`src/sv/pfss_pkg.sv`:
```
`timescale 1ns / 1ps
`default_nettype none
package pfss_pkg;
  localparam int unsigned GainW = 48;
  localparam int unsigned ValW = 17;
  localparam logic [ValW-1:0] OneQ16 = 17'd65536;
  localparam logic [34:0] DriveSat = {35{1'b1}};
  localparam logic [GainW-1:0] DiffRst = 48'd140737488355;
  localparam logic [GainW-1:0] BarRst = 48'd28147498;
  localparam logic [GainW-1:0] DrvRst = 48'd1407375;
  localparam logic [GainW-1:0] OffRst = 48'd281474977;
  localparam logic [1:0] RegDiff = 2'd0;
  localparam logic [1:0] RegBar = 2'd1;
  localparam logic [1:0] RegDrv = 2'd2;
  localparam logic [1:0] RegOff = 2'd3;

  typedef struct packed {
    logic [16:0] cell_value;
    logic        row_end;
  } in_req_t;

  typedef struct packed {
    logic [16:0] new_value;
    logic        was_clamped;
    logic        last_of_row;
  } out_req_t;

  typedef enum logic [2:0] {
    ST_IDLE, ST_CALC, ST_WAIT, ST_OUT1, ST_OUT2
  } state_e;

  typedef struct packed {
    logic start;
  } cmd_t;

  typedef struct packed {
    logic done;
  } stat_t;
endpackage
`default_nettype wire

```
`src/sv/pfss_calc.sv`:
```
`timescale 1ns / 1ps
`default_nettype none
// Cell update datapath: a step sequencer over a shared 25x25 multiplier,
// then a restoring divider, one quotient bit per cycle.
module pfss_calc (
  input  wire logic        clk_i,
  input  wire logic        rst_ni,
  input  wire pfss_pkg::cmd_t cmd_i,
  input  wire logic [16:0] left_i,
  input  wire logic [16:0] cent_i,
  input  wire logic [16:0] right_i,
  input  wire logic [47:0] diff_i,
  input  wire logic [47:0] bar_i,
  input  wire logic [47:0] drv_i,
  input  wire logic [47:0] off_i,
  output pfss_pkg::stat_t  stat_o,
  output logic [16:0]      val_o,
  output logic             clamp_o
);
  // multiply phase: 8 products x 4 partial-product steps; divide: 35 steps
  logic [5:0]   step_q, step_d;
  logic         busy_q, div_q, sat_q, neg_q;
  logic [32:0]  p2_q;
  logic [48:0]  p3_q, p4_q, f_q, fp_q;
  logic [49:0]  s_q;
  logic [17:0]  mag_q;
  logic [99:0]  acc_q;
  logic [102:0] num_q;
  logic [101:0] den_q;
  logic [32:0]  bterm_q, dterm_q;
  logic [34:0]  q_q;
  logic [2:0]   mi;
  logic [1:0]   ai;
  logic [49:0]  opa, opb;
  logic [24:0]  ma, mb;
  logic [49:0]  mp;
  logic [99:0]  mp_w, prod;
  logic [17:0]  lap_p, lap_n;
  logic [16:0]  p, omp;
  logic [50:0]  f_w;
  logic [102:0] lim, rem;
  logic         ge;
  logic [39:0]  v, vs;
  logic [23:0]  vq;

  assign p = cent_i;
  assign omp = pfss_pkg::OneQ16 - p;
  assign lap_p = {1'b0, left_i} + {1'b0, right_i};
  assign lap_n = {cent_i, 1'b0};
  assign mi = step_q[4:2];
  assign ai = step_q[1:0];

  // m0 p*p, m1 p2*p, m2 p3*p (p4), m3 p2*(1-p), m4 drv*fp, m5 s*s,
  // m6 bar*fp, m7 diff*|lap|
  always_comb begin
    case (mi)
      3'd0: begin opa = {33'd0, p}; opb = {33'd0, p}; end
      3'd1: begin opa = {17'd0, p2_q}; opb = {33'd0, p}; end
      3'd2: begin opa = {1'b0, p3_q}; opb = {33'd0, p}; end
      3'd3: begin opa = {17'd0, p2_q}; opb = {33'd0, omp}; end
      3'd4: begin opa = {2'd0, drv_i}; opb = {1'b0, fp_q}; end
      3'd5: begin opa = s_q; opb = s_q; end
      3'd6: begin opa = {2'd0, bar_i}; opb = {1'b0, fp_q}; end
      default: begin opa = {2'd0, diff_i}; opb = {32'd0, mag_q}; end
    endcase
  end

  assign ma = ai[0] ? opa[49:25] : opa[24:0];
  assign mb = ai[1] ? opb[49:25] : opb[24:0];
  assign mp = ma * mb;

  always_comb begin
    case (ai)
      2'd0: mp_w = {50'd0, mp};
      2'd3: mp_w = {mp, 50'd0};
      default: mp_w = {25'd0, mp, 25'd0};
    endcase
  end

  assign prod = acc_q + mp_w;

  // f = 4p3 - 3p4, never negative for p <= 1.0
  assign f_w = {p3_q, 2'b0} - {1'b0, p4_q, 1'b0} - {2'b0, p4_q};
  assign lim = {prod, 3'b0};
  assign ge = num_q >= {1'b0, den_q};
  assign rem = ge ? num_q - {1'b0, den_q} : num_q;

  assign v = {7'd0, p, 16'd0} + {5'd0, q_q} + {7'd0, bterm_q};
  assign vs = neg_q ? v - {7'd0, dterm_q} : v + {7'd0, dterm_q};
  assign vq = vs[39:16];

  always_ff @(posedge clk_i or negedge rst_ni) begin
    if (!rst_ni) begin
      busy_q <= 1'b0; div_q <= 1'b0; step_q <= '0; stat_o <= '0;
    end else begin
      stat_o.done <= busy_q && div_q && (step_q == 6'd34);
      if (cmd_i.start) begin
        busy_q <= 1'b1; div_q <= 1'b0; step_q <= '0;
      end else if (busy_q && !div_q) begin
        if (step_q == 6'd31) begin
          div_q <= 1'b1; step_q <= '0;
        end else begin
          step_q <= step_d;
        end
      end else if (busy_q) begin
        if (step_q == 6'd34) begin
          busy_q <= 1'b0; div_q <= 1'b0; step_q <= '0;
        end else begin
          step_q <= step_d;
        end
      end
    end
  end
  assign step_d = step_q + 6'd1;

  always_ff @(posedge clk_i) begin
    if (cmd_i.start) begin
      acc_q <= '0;
      q_q <= '0;
      sat_q <= 1'b0;
      neg_q <= lap_p < lap_n;
      mag_q <= (lap_p < lap_n) ? lap_n - lap_p : lap_p - lap_n;
    end else if (busy_q && !div_q) begin
      if (ai == 2'd3) begin
        acc_q <= '0;
        case (mi)
          3'd0: p2_q <= prod[32:0];
          3'd1: p3_q <= prod[48:0];
          3'd2: p4_q <= prod[64:16];
          3'd3: begin
            // f' = 12 * p2 * (1 - p)
            fp_q <= {prod[45:0], 3'b0} + {1'b0, prod[45:0], 2'b0};
            f_q <= f_w[48:0];
          end
          3'd4: begin
            num_q <= {6'd0, prod[96:0]};
            s_q <= {1'b0, f_q} + {2'd0, off_i};
          end
          3'd5: begin
            den_q <= {prod, 2'b0};
            // ratio of 8.0 or more, or zero denominator
            if (num_q >= lim) begin
              sat_q <= 1'b1;
              q_q <= pfss_pkg::DriveSat;
            end
          end
          3'd6: bterm_q <= prod[96:64];
          default: dterm_q <= prod[64:32];
        endcase
      end else begin
        acc_q <= prod;
      end
    end else if (busy_q && !sat_q) begin
      q_q <= {q_q[33:0], ge};
      num_q <= {rem[101:0], 1'b0};
    end
  end

  always_comb begin
    clamp_o = 1'b0;
    val_o = vq[16:0];
    if (vs[39]) begin
      clamp_o = 1'b1; val_o = '0;
    end else if (vq > {7'd0, pfss_pkg::OneQ16}) begin
      clamp_o = 1'b1; val_o = pfss_pkg::OneQ16;
    end
  end
endmodule
`default_nettype wire

```
`src/sv/pfss_ctrl.sv`:
```
`timescale 1ns / 1ps
`default_nettype none
module pfss_ctrl (
  input  wire logic clk_i,
  input  wire logic rst_ni,
  input  wire logic in_fire_i,
  input  wire logic need_calc_i,
  input  wire logic has_res_i,
  input  wire logic two_i,
  input  wire logic out_ready_i,
  input  wire pfss_pkg::stat_t stat_i,
  output pfss_pkg::cmd_t cmd_o,
  output logic in_ready_o,
  output logic out_valid_o,
  output logic sel_second_o
);
  pfss_pkg::state_e state_q, state_d;
  logic two_q;
  always_ff @(posedge clk_i or negedge rst_ni) begin
    if (!rst_ni) begin state_q <= pfss_pkg::ST_IDLE; two_q <= 1'b0; end
    else begin
      state_q <= state_d;
      if (in_fire_i) two_q <= two_i;
    end
  end
  always_comb begin
    state_d = state_q;
    case (state_q)
      pfss_pkg::ST_IDLE:
        if (in_fire_i && has_res_i)
          state_d = need_calc_i ? pfss_pkg::ST_CALC : pfss_pkg::ST_OUT1;
      pfss_pkg::ST_CALC: state_d = pfss_pkg::ST_WAIT;
      pfss_pkg::ST_WAIT: if (stat_i.done) state_d = pfss_pkg::ST_OUT1;
      pfss_pkg::ST_OUT1:
        if (out_ready_i) state_d = two_q ? pfss_pkg::ST_OUT2 : pfss_pkg::ST_IDLE;
      pfss_pkg::ST_OUT2: if (out_ready_i) state_d = pfss_pkg::ST_IDLE;
      default: state_d = pfss_pkg::ST_IDLE;
    endcase
  end
  always_comb begin
    cmd_o = '0;
    cmd_o.start = state_q == pfss_pkg::ST_CALC;
    in_ready_o = state_q == pfss_pkg::ST_IDLE;
    out_valid_o = state_q == pfss_pkg::ST_OUT1 || state_q == pfss_pkg::ST_OUT2;
    sel_second_o = state_q == pfss_pkg::ST_OUT2;
  end
endmodule
`default_nettype wire

```
`src/sv/phase_field_stencil_step.sv`:
```
`timescale 1ns / 1ps
`default_nettype none
// Phase-field stencil step: one explicit Euler update of a 1-D damage row.
// Input channel (in_valid_i/in_ready_o) takes one cell request per item:
// a Q1.16 cell value and a row_end flag. Output channel
// (out_valid_o/out_ready_i) gives zero to two result requests per input,
// trailing the input stream by one cell.
// Interior cells run through a shared multiplier sequencer and a
// restoring divider (one quotient bit per cycle); the result is valid
// when the divider is done, and the next request is taken once all
// results of the item are accepted. Boundary results are valid the
// cycle after the request, and the next request is taken once they
// are accepted. A first cell that is not a row end gives no result
// and the input stays ready. One item in flight. The user writes gains
// through cfg_we_i/cfg_idx_i/cfg_data_i only while idle; not enforced.
// Reset restores default gains and clears the row state.
// A stalled receiver simply holds the block in its output state;
// no new input is taken until all results of the item are gone.
module phase_field_stencil_step (
  input  wire logic clk_i,
  input  wire logic rst_ni,
  input  wire logic in_valid_i,
  output logic      in_ready_o,
  input  wire pfss_pkg::in_req_t in_data_i,
  output logic      out_valid_o,
  input  wire logic out_ready_i,
  output pfss_pkg::out_req_t out_data_o,
  input  wire logic cfg_we_i,
  input  wire logic [1:0] cfg_idx_i,
  input  wire logic [47:0] cfg_data_i
);
  logic [47:0] diff_q, bar_q, drv_q, off_q;
  logic [16:0] left_q, cent_q, right_q, x;
  logic [1:0]  phase_q;
  logic        end_q, fire, sel2, clamp;
  logic [16:0] val;
  logic [1:0]  out_ph_q;
  logic [16:0] first_q;
  pfss_pkg::cmd_t cmd;
  pfss_pkg::stat_t stat;

  assign fire = in_valid_i && in_ready_o;
  assign x = in_data_i.cell_value > pfss_pkg::OneQ16 ? pfss_pkg::OneQ16
                                                    : in_data_i.cell_value;

  always_ff @(posedge clk_i or negedge rst_ni) begin
    if (!rst_ni) begin
      diff_q <= pfss_pkg::DiffRst; bar_q <= pfss_pkg::BarRst;
      drv_q <= pfss_pkg::DrvRst; off_q <= pfss_pkg::OffRst;
      left_q <= '0; cent_q <= '0; phase_q <= '0;
    end else begin
      if (cfg_we_i) begin
        case (cfg_idx_i)
          pfss_pkg::RegDiff: diff_q <= cfg_data_i;
          pfss_pkg::RegBar:  bar_q <= cfg_data_i;
          pfss_pkg::RegDrv:  drv_q <= cfg_data_i;
          pfss_pkg::RegOff:  off_q <= cfg_data_i;
          default: ;
        endcase
      end
      if (fire) begin
        // snapshot for the calc: left/center stay until next fire
        if (in_data_i.row_end) phase_q <= 2'd0;
        else begin
          if (phase_q == 2'd1 || phase_q == 2'd2) begin
            left_q <= cent_q; phase_q <= 2'd2;
          end else phase_q <= 2'd1;
          cent_q <= x;
        end
      end
    end
  end

  // operand copies for the calc and the result path
  logic [16:0] cl_q, cc_q;
  always_ff @(posedge clk_i or negedge rst_ni) begin
    if (!rst_ni) begin
      out_ph_q <= '0; end_q <= 1'b0; right_q <= '0; cl_q <= '0; cc_q <= '0;
      first_q <= '0;
    end else if (fire) begin
      out_ph_q <= phase_q; end_q <= in_data_i.row_end; right_q <= x;
      cl_q <= left_q; cc_q <= cent_q; first_q <= cent_q;
    end
  end

  logic has_first, need, has_res;
  assign has_first = phase_q == 2'd1 || phase_q == 2'd2;
  assign need = phase_q == 2'd2;
  // a held cell or a row end releases at least one result
  assign has_res = has_first || in_data_i.row_end;

  pfss_calc u_calc (
    .clk_i, .rst_ni, .cmd_i(cmd), .left_i(cl_q), .cent_i(cc_q),
    .right_i(right_q), .diff_i(diff_q), .bar_i(bar_q), .drv_i(drv_q),
    .off_i(off_q), .stat_o(stat), .val_o(val), .clamp_o(clamp)
  );

  logic two;
  assign two = has_first && in_data_i.row_end;

  pfss_ctrl u_ctrl (
    .clk_i, .rst_ni, .in_fire_i(fire), .need_calc_i(need), .has_res_i(has_res),
    .two_i(two), .out_ready_i(out_ready_i), .stat_i(stat), .cmd_o(cmd),
    .in_ready_o(in_ready_o), .out_valid_o(out_valid_o), .sel_second_o(sel2)
  );

  // first result: previous cell (interior or first); else the ending cell
  always_comb begin
    out_data_o = '0;
    if (sel2 || out_ph_q == 2'd0 || out_ph_q == 2'd3) begin
      out_data_o.new_value = right_q;
      out_data_o.last_of_row = 1'b1;
    end else if (out_ph_q == 2'd2) begin
      out_data_o.new_value = val;
      out_data_o.was_clamped = clamp;
    end else begin
      out_data_o.new_value = first_q;
    end
    if (!sel2 && (out_ph_q == 2'd0 || out_ph_q == 2'd3) && !end_q)
      out_data_o = '0;
  end
endmodule
`default_nettype wire

```
`config.mk`:
```
export PLATFORM = sky130hd
export DESIGN_NAME = phase_field_stencil_step
export DESIGN_NICKNAME = d
export VERILOG_FILES = /design/src/sv/pfss_pkg.sv /design/src/sv/pfss_calc.sv /design/src/sv/pfss_ctrl.sv /design/src/sv/phase_field_stencil_step.sv
export SDC_FILE = /design/constraint.sdc
export NUM_CORES = 2
export LEC_CHECK = 0
export ABC_CLOCK_PERIOD_IN_PS = 31100
export CAP_MARGIN = 10
export CORE_MARGIN = 1
export CORE_UTILIZATION = 46
export DETAILED_ROUTE_END_ITERATION = 6
export DONT_BUFFER_PORTS = 1
export MAX_ROUTING_LAYER = met4
export PLACE_DENSITY = 0.63
export SLEW_MARGIN = 40
export SYNTH_ARGS = -nofsm -noshare
export SYNTH_HDL_FRONTEND = slang
export SYNTH_SLANG_ARGS = --single-unit
export TNS_END_PERCENT = 5
```
`constraint.sdc`:
```
create_clock -name clk_i -period 31.1 [get_ports clk_i]
set_clock_uncertainty 0.15 [all_clocks]
set_input_delay 4.665 -clock clk_i [delete_from_list [all_inputs] [get_ports clk_i]]
set_output_delay 4.665 -clock clk_i [all_outputs]
set_load 0.03 [all_outputs]
```
# == Word level (Yosys, flattened, before mapping) ==
# Cells that the tools add are included.
# totals
regBits,998
input_bits,73
output_inout_bits,21
word_cells,189
# op_classes
n_addsub,15
multipliers,1
n_lt_le_gt_ge,5
n_eq_ne,30
n_mux,52
bitwise_logic,3
reduce_logical,50
# op_table
operator,n
$mux W103,4
$pmux W50 S6,1
$pmux W100 S2,1
$pmux W50 S4,1
$mux W35,5
$ge A103 B102 Y1,1
$ge A103 B103 Y1,1
$mux W102,1
$sub A102 B102 Y102,1
$add A100 B100 Y100,1
$mux W100,1
$sub A49 B49 Y49,2
$mux W17,5
$add A40 B33 Y40,2
$add A49 B48 Y50,1
$mul A25 B25 Y50,1
$mux W25,2
$add A49 B48 Y49,1
$reduce_and A4 Y1,12
$mux W40,1
$sub A40 B33 Y40,1
$add A33 B35 Y36,1
$sub A18 B18 Y18,2
$mux W6,5
other kinds (35),102

# == Logic depth before layout (Yosys ltp) ==
# depth
ltp_word,12
ltp_mapped,71
mapped_depth_nobuf,65

# == By module ==
# From an unflattened synthesis, not the netlist that was laid out.
# hier_totals
hier_cells,9654
hier_area_um2,90085.1
# modules_own_cells
mod,instances,cells_per_inst,area_each_um2,seq_area_each_um2
pfss_calc,1,8910,78605.4,19914.1
phase_field_stencil_step,1,721,11264.6,7134.3
pfss_ctrl,1,23,215.2,100.1

# == Worst setup path before layout ==
# No wires, ideal clock.
# synth_timing
path_type,register -> register
from,register cc_q[3]
to,register u_calc.q_q[6]
setup_time_ns,0.060
t_arrival_ns,14.465
t_required_ns,30.890
slack_ns,16.425
stages_incl_launch_ff,66
n_path_buf,5
synth_period_minus_slack_ns,14.675
path_cell_list,dfrtp_1 -> clkbuf_1 -> inv_1 -> nand4_1 -> or3_1 -> or4_1 -> nor3_1 -> nand3_1 -> nor3_1 -> xnor2_1 -> o221ai_1 -> o21ai_0 -> a21oi_1 -> clkbuf_1 -> nand2_1 -> fa_1 -> inv_1 -> fa_1 -> (+30 left out) -> o21bai_1 -> xor2_1 -> inv_1 -> ha_1 -> and3_1 -> and4_1 -> nand4_1 -> nor4_1 -> a211oi_1 -> o21ai_0 -> a21oi_1 -> o31a_1 -> o41ai_1 -> a311oi_1 -> or4_4 -> a211oi_4 -> buf_6 -> o311a_1
# synth_via
elab_chain_cells,9
word_cells_on_any_way,11
cone_classes,add/sub: 2; mul: 1; order compare: 1; eq/ne: 1; mux: 5; reduce/logical: 1
# synth_rtl
element,line,text
from (decl),phase_field_stencil_step.sv:75,"logic [16:0] cl_q, cc_q;"
from (signal assigned),phase_field_stencil_step.sv:82,cl_q <= left_q; cc_q <= cent_q; first_q <= cent_q;
$sub A17 B17 Y17,pfss_calc.sv:47,assign omp = pfss_pkg::OneQ16 - p;
$pmux W50 S4,pfss_calc.sv:56,case (mi)
$mux W25,pfss_calc.sv:69,assign mb = ai[1] ? opb[49:25] : opb[24:0];
$mul A25 B25 Y50 *,pfss_calc.sv:70,assign mp = ma * mb;
$pmux W100 S2 *,pfss_calc.sv:73,case (ai)
$add A100 B100 Y100 *,pfss_calc.sv:80,assign prod = acc_q + mp_w;
net u_calc.prod[67],pfss_calc.sv:37,"logic [99:0] mp_w, prod;"
$ge A103 B103 Y1 *,pfss_calc.sv:142,if (num_q >= lim) begin
$ne A2 B2 Y1 (no source line) *,-,
$reduce_and A4 Y1 (no source line) *,-,
to (signal assigned),pfss_calc.sv:144,q_q <= pfss_pkg::DriveSat;
to (signal assigned),pfss_calc.sv:154,"q_q <= {q_q[33:0], ge};"
to (decl),pfss_calc.sv:31,logic [34:0] q_q;
# The timed path passes the listed nets; every way through them passes the cells marked *.
# A chain may end at the register's enable or synchronous reset.

# == Worst setup path in the final report ==
# layout_timing
from,register u_calc.step_q[4]
to,register u_calc.q_q[34]
# layout_via
elab_chain_cells,10
word_cells_on_any_way,21
cone_classes,add/sub: 1; mul: 1; order compare: 1; eq/ne: 8; mux: 5; reduce/logical: 5
# layout_rtl
element,line,text
from (decl),pfss_calc.sv:21,"logic [5:0] step_q, step_d;"
from (signal assigned),pfss_calc.sv:103,step_q <= step_d;
from (signal assigned),pfss_calc.sv:109,step_q <= step_d;
"$eq A3 B1 Y1, or another cell as far along",pfss_calc.sv:56,
$reduce_or A3 Y1 (no source line) / $reduce_or A2 Y1 (equally long branches),-,
$pmux W50 S4 / $pmux W50 S6 (equally long branches),pfss_calc.sv:56,
$mux W25 (on tied branches),"pfss_calc.sv:69, pfss_calc.sv:68",
$mul A25 B25 Y50 *,pfss_calc.sv:70,
$pmux W100 S2 *,pfss_calc.sv:73,
$add A100 B100 Y100 *,pfss_calc.sv:80,
net u_calc.prod[67],pfss_calc.sv:37,
$ge A103 B103 Y1 *,pfss_calc.sv:142,
$ne A2 B2 Y1 (no source line) *,-,
$reduce_and A4 Y1 (no source line) *,-,
# Marks and branches as above.

==> metrics <==
Core Area 193,000 sq um; Crit Path Max Fanout 58; clock-pin slew on the worst setup and hold paths 0.07 ns; initial antenna violation count 32; Hold Fails Final Rpt 0; predominant post-synthesis flop cell edfxtp_1; die height 444 um; die footprint 197,000 sq um; sequential area share after synthesis 0.302; Clock Latency Late Sink 0.81 ns; top cells by area, synth edfxtp_1, fa_1, ha_1, dfrtp_1, inv_1; violated checks design-rule violations; clk root buf clkbuf_16; CTS tree yes; largest net degree at the start of global routing 296; status finished, violations left; Die X 444 um; Final ANT Viol Nets 0; Post-Syn Nets 11,100; postcts setup bufs 0; WS Path Type flip-flop to flip-flop; Max Freq 0.0521 GHz; Clock Path Buffers 3; worst path arrival time 19.72 ns; Hold-fix buffers, CTS 0; Yosys warnings 0; critical path data required time 31.64 ns; Synth-to-Final Area Change 8.86%; Hold Crit Class flip-flop to flip-flop; cts repair resizes 0; Total Routing Usage GR 0.358; fin cells 12,200; num rows 161; Slew HR 0.325; number of vias per cell 6.17; WP buf/inv 10; GPL Wtd Cong 1.04; Initial Util 0.465; Yosys top cell by area edfxtp_1; number of distinct library cells after synthesis 106; Worst setup SP type flip-flop; initial DRC count 8,735; DR vias 75,100; first-pass GRT wire length 501 mm; post-route setup TNS 0 ns; mean area per synthesized cell 9.34 sq um; maxcap violations 0; total clock buffers created by CTS 113; Port Buffers 0; top-area cell type share of the netlist area 0.189; crit path time final 19.18 ns; #FFs+latches synth 996; vias in the first global route 73,000; Tcrit/Tclk final 0.617; final net count 11,000; wire per inst 28.5 um; Placed Cells 11,900; router iterations before antenna repair 7; EDFF count, synth 565; kind of cell adding the most delay to the critical path compound AO/OA/AOI/OAI gates; DPL Wire Length 272 mm; worst hold slack 0.312 ns; # IOs 94; CP dominant cell by count fa_1; layout cells sized above 1 0.0964; GRT overflow 0; Final Slew Violations 0; drt total wl 347 mm; Slowest cell on crit path dfrtp_4; clock sink count 996; number of remaining DRC errors 2; Post-Syn Area 89,800 sq um; RSZ-0062 raised after global routing false; final setup vio count 0; Async S/R FF share, synth 0.296; H-tree Lvls 3; # fillers 17,800; Synth Instances 9,608; peak per-stage delay on the critical path 0.74 ns; slew of the pin with the lowest slew margin 1.01 ns; CP endpoint kind flip-flop
==> worst paths after layout <==
check	start	endpoint	slack, ns	depth (start not counted)
setup / recovery	u_calc.step_q[4]	u_calc.q_q[34]	11.92	61
hold / removal	u_calc.acc_q[7]	u_calc.acc_q[7]	0.31	2
setup reg to reg	u_calc.step_q[4]	u_calc.q_q[34]	11.92	61
hold reg to reg	u_calc.acc_q[7]	u_calc.acc_q[7]	0.31	2
max in group asynchronous	rst_ni	cc_q[12]	26.57	0
min in group asynchronous	rst_ni	drv_q[36]	3.41	0
==> worst min-delay path, stage by stage, from the launching register on <==
cell     delay, ns
dfxtp_1       0.31
nand2_1       0.05
a21oi_1       0.05
==> stage by stage <==
stage	worst slack (ns)	cell area, sq um	utilization
6_report	11.92	97700	0.506
5_1_grt	11.03	97700	0.506
4_1_cts	12.06	97500	0.505
3_5_place_dp	12.18	93500	0.484
3_3_place_gp	12.32	93200	0.482
2_1_floorplan	16.43	89800	-
==> synthesized netlist by cell type (105+ instances only) <==
cell	count
o21ai_0	415
xor2_1	161
a21oi_1	687
nand4_1	110
a31oi_1	108
edfxtp_1	565
clkbuf_1	364
a21o_1	323
dfxtp_1	136
and2_1	105
ha_1	813
mux2_2	261
xnor2_1	327
dfrtp_1	233
nor2_1	686
fa_1	582
inv_1	1132
nand2_1	973
==> cell usage in the layout (no fill, tap or decap), types with 102 or more instances in the layout <==
cell / Yosys / final
nand4_1: 110 / 110
nand2_1: 973 / 971
o21ai_0: 415 / 409
dfxtp_1: 136 / 136
xor2_1: 161 / 149
and2_1: 105 / 105
edfxtp_1: 565 / 565
inv_1: 1132 / 1132
clkbuf_16: 0 / 120
buf_4: 3 / 194
ha_1: 813 / 813
a21oi_1: 687 / 672
dfrtp_1: 233 / 228
a21o_1: 323 / 322
xnor2_1: 327 / 311
nand3_1: 103 / 102
a31oi_1: 108 / 108
fa_1: 582 / 582
mux2_2: 261 / 261
nor2_1: 686 / 676
==> layer usage <==
metal	global-route usage	vias up	share of wire
met3	0.0903	759	0.10
met5	-	-	0
li1	-	33200	-
met4	0.197	0	0.064
met1	0.465	37500	0.41
met2	0.507	3646	0.42
==> sequential cells by signal (all words and copies together), names as in the netlist, 3 cells and up <==
register and cells:
diff_q 48, u_calc.num_q 103, u_calc.dterm_q 33, u_calc.step_q 6, drv_q 48, bar_q 48, u_calc.mag_q 18, u_calc.fp_q 47
u_calc.p2_q 33, cc_q 17, off_q 48, u_calc.s_q 50, u_calc.den_q 100, u_calc.p3_q 49, left_q 17, right_q 17
u_calc.f_q 49, u_calc.q_q 35, u_calc.bterm_q 33, u_calc.p4_q 49, cent_q 17, u_ctrl.state_q 3, u_calc.acc_q 100, cl_q 17
==> cell type report <==
type,instances,area (sq um),share of cell area
antenna,21,52.6,0.000538
clock buffer,147,3230,0.0331
clock inverter,68,752,0.00769
inverter,1137,4270,0.0437
multi-input combinational,7063,57500,0.588
sequential,996,27200,0.278
tap,2526,3160,0.0323
timing repair buffer,208,1640,0.0168
==> kinds of logic (layout without fill, tap and decap cells) <==
kind of cell             count (synthesis)  in the layout  synth area share
multiplexers                           332            332            0.0439
flip-flops                             996            996             0.302
AND/OR/NAND/NOR                       2478           2478             0.125
AO/OA/AOI/OAI                         2367           2367             0.171
buffers and inverters                 1549           1560            0.0655
other                                    0             21                 0
adder cells (fa/ha/maj)               1395           1395             0.243
XOR/XNOR                               491            491            0.0484
Power is left out: the tool's default activity adds up to more than one toggle a clock period on the data nets, which glitch-free logic cannot reach.
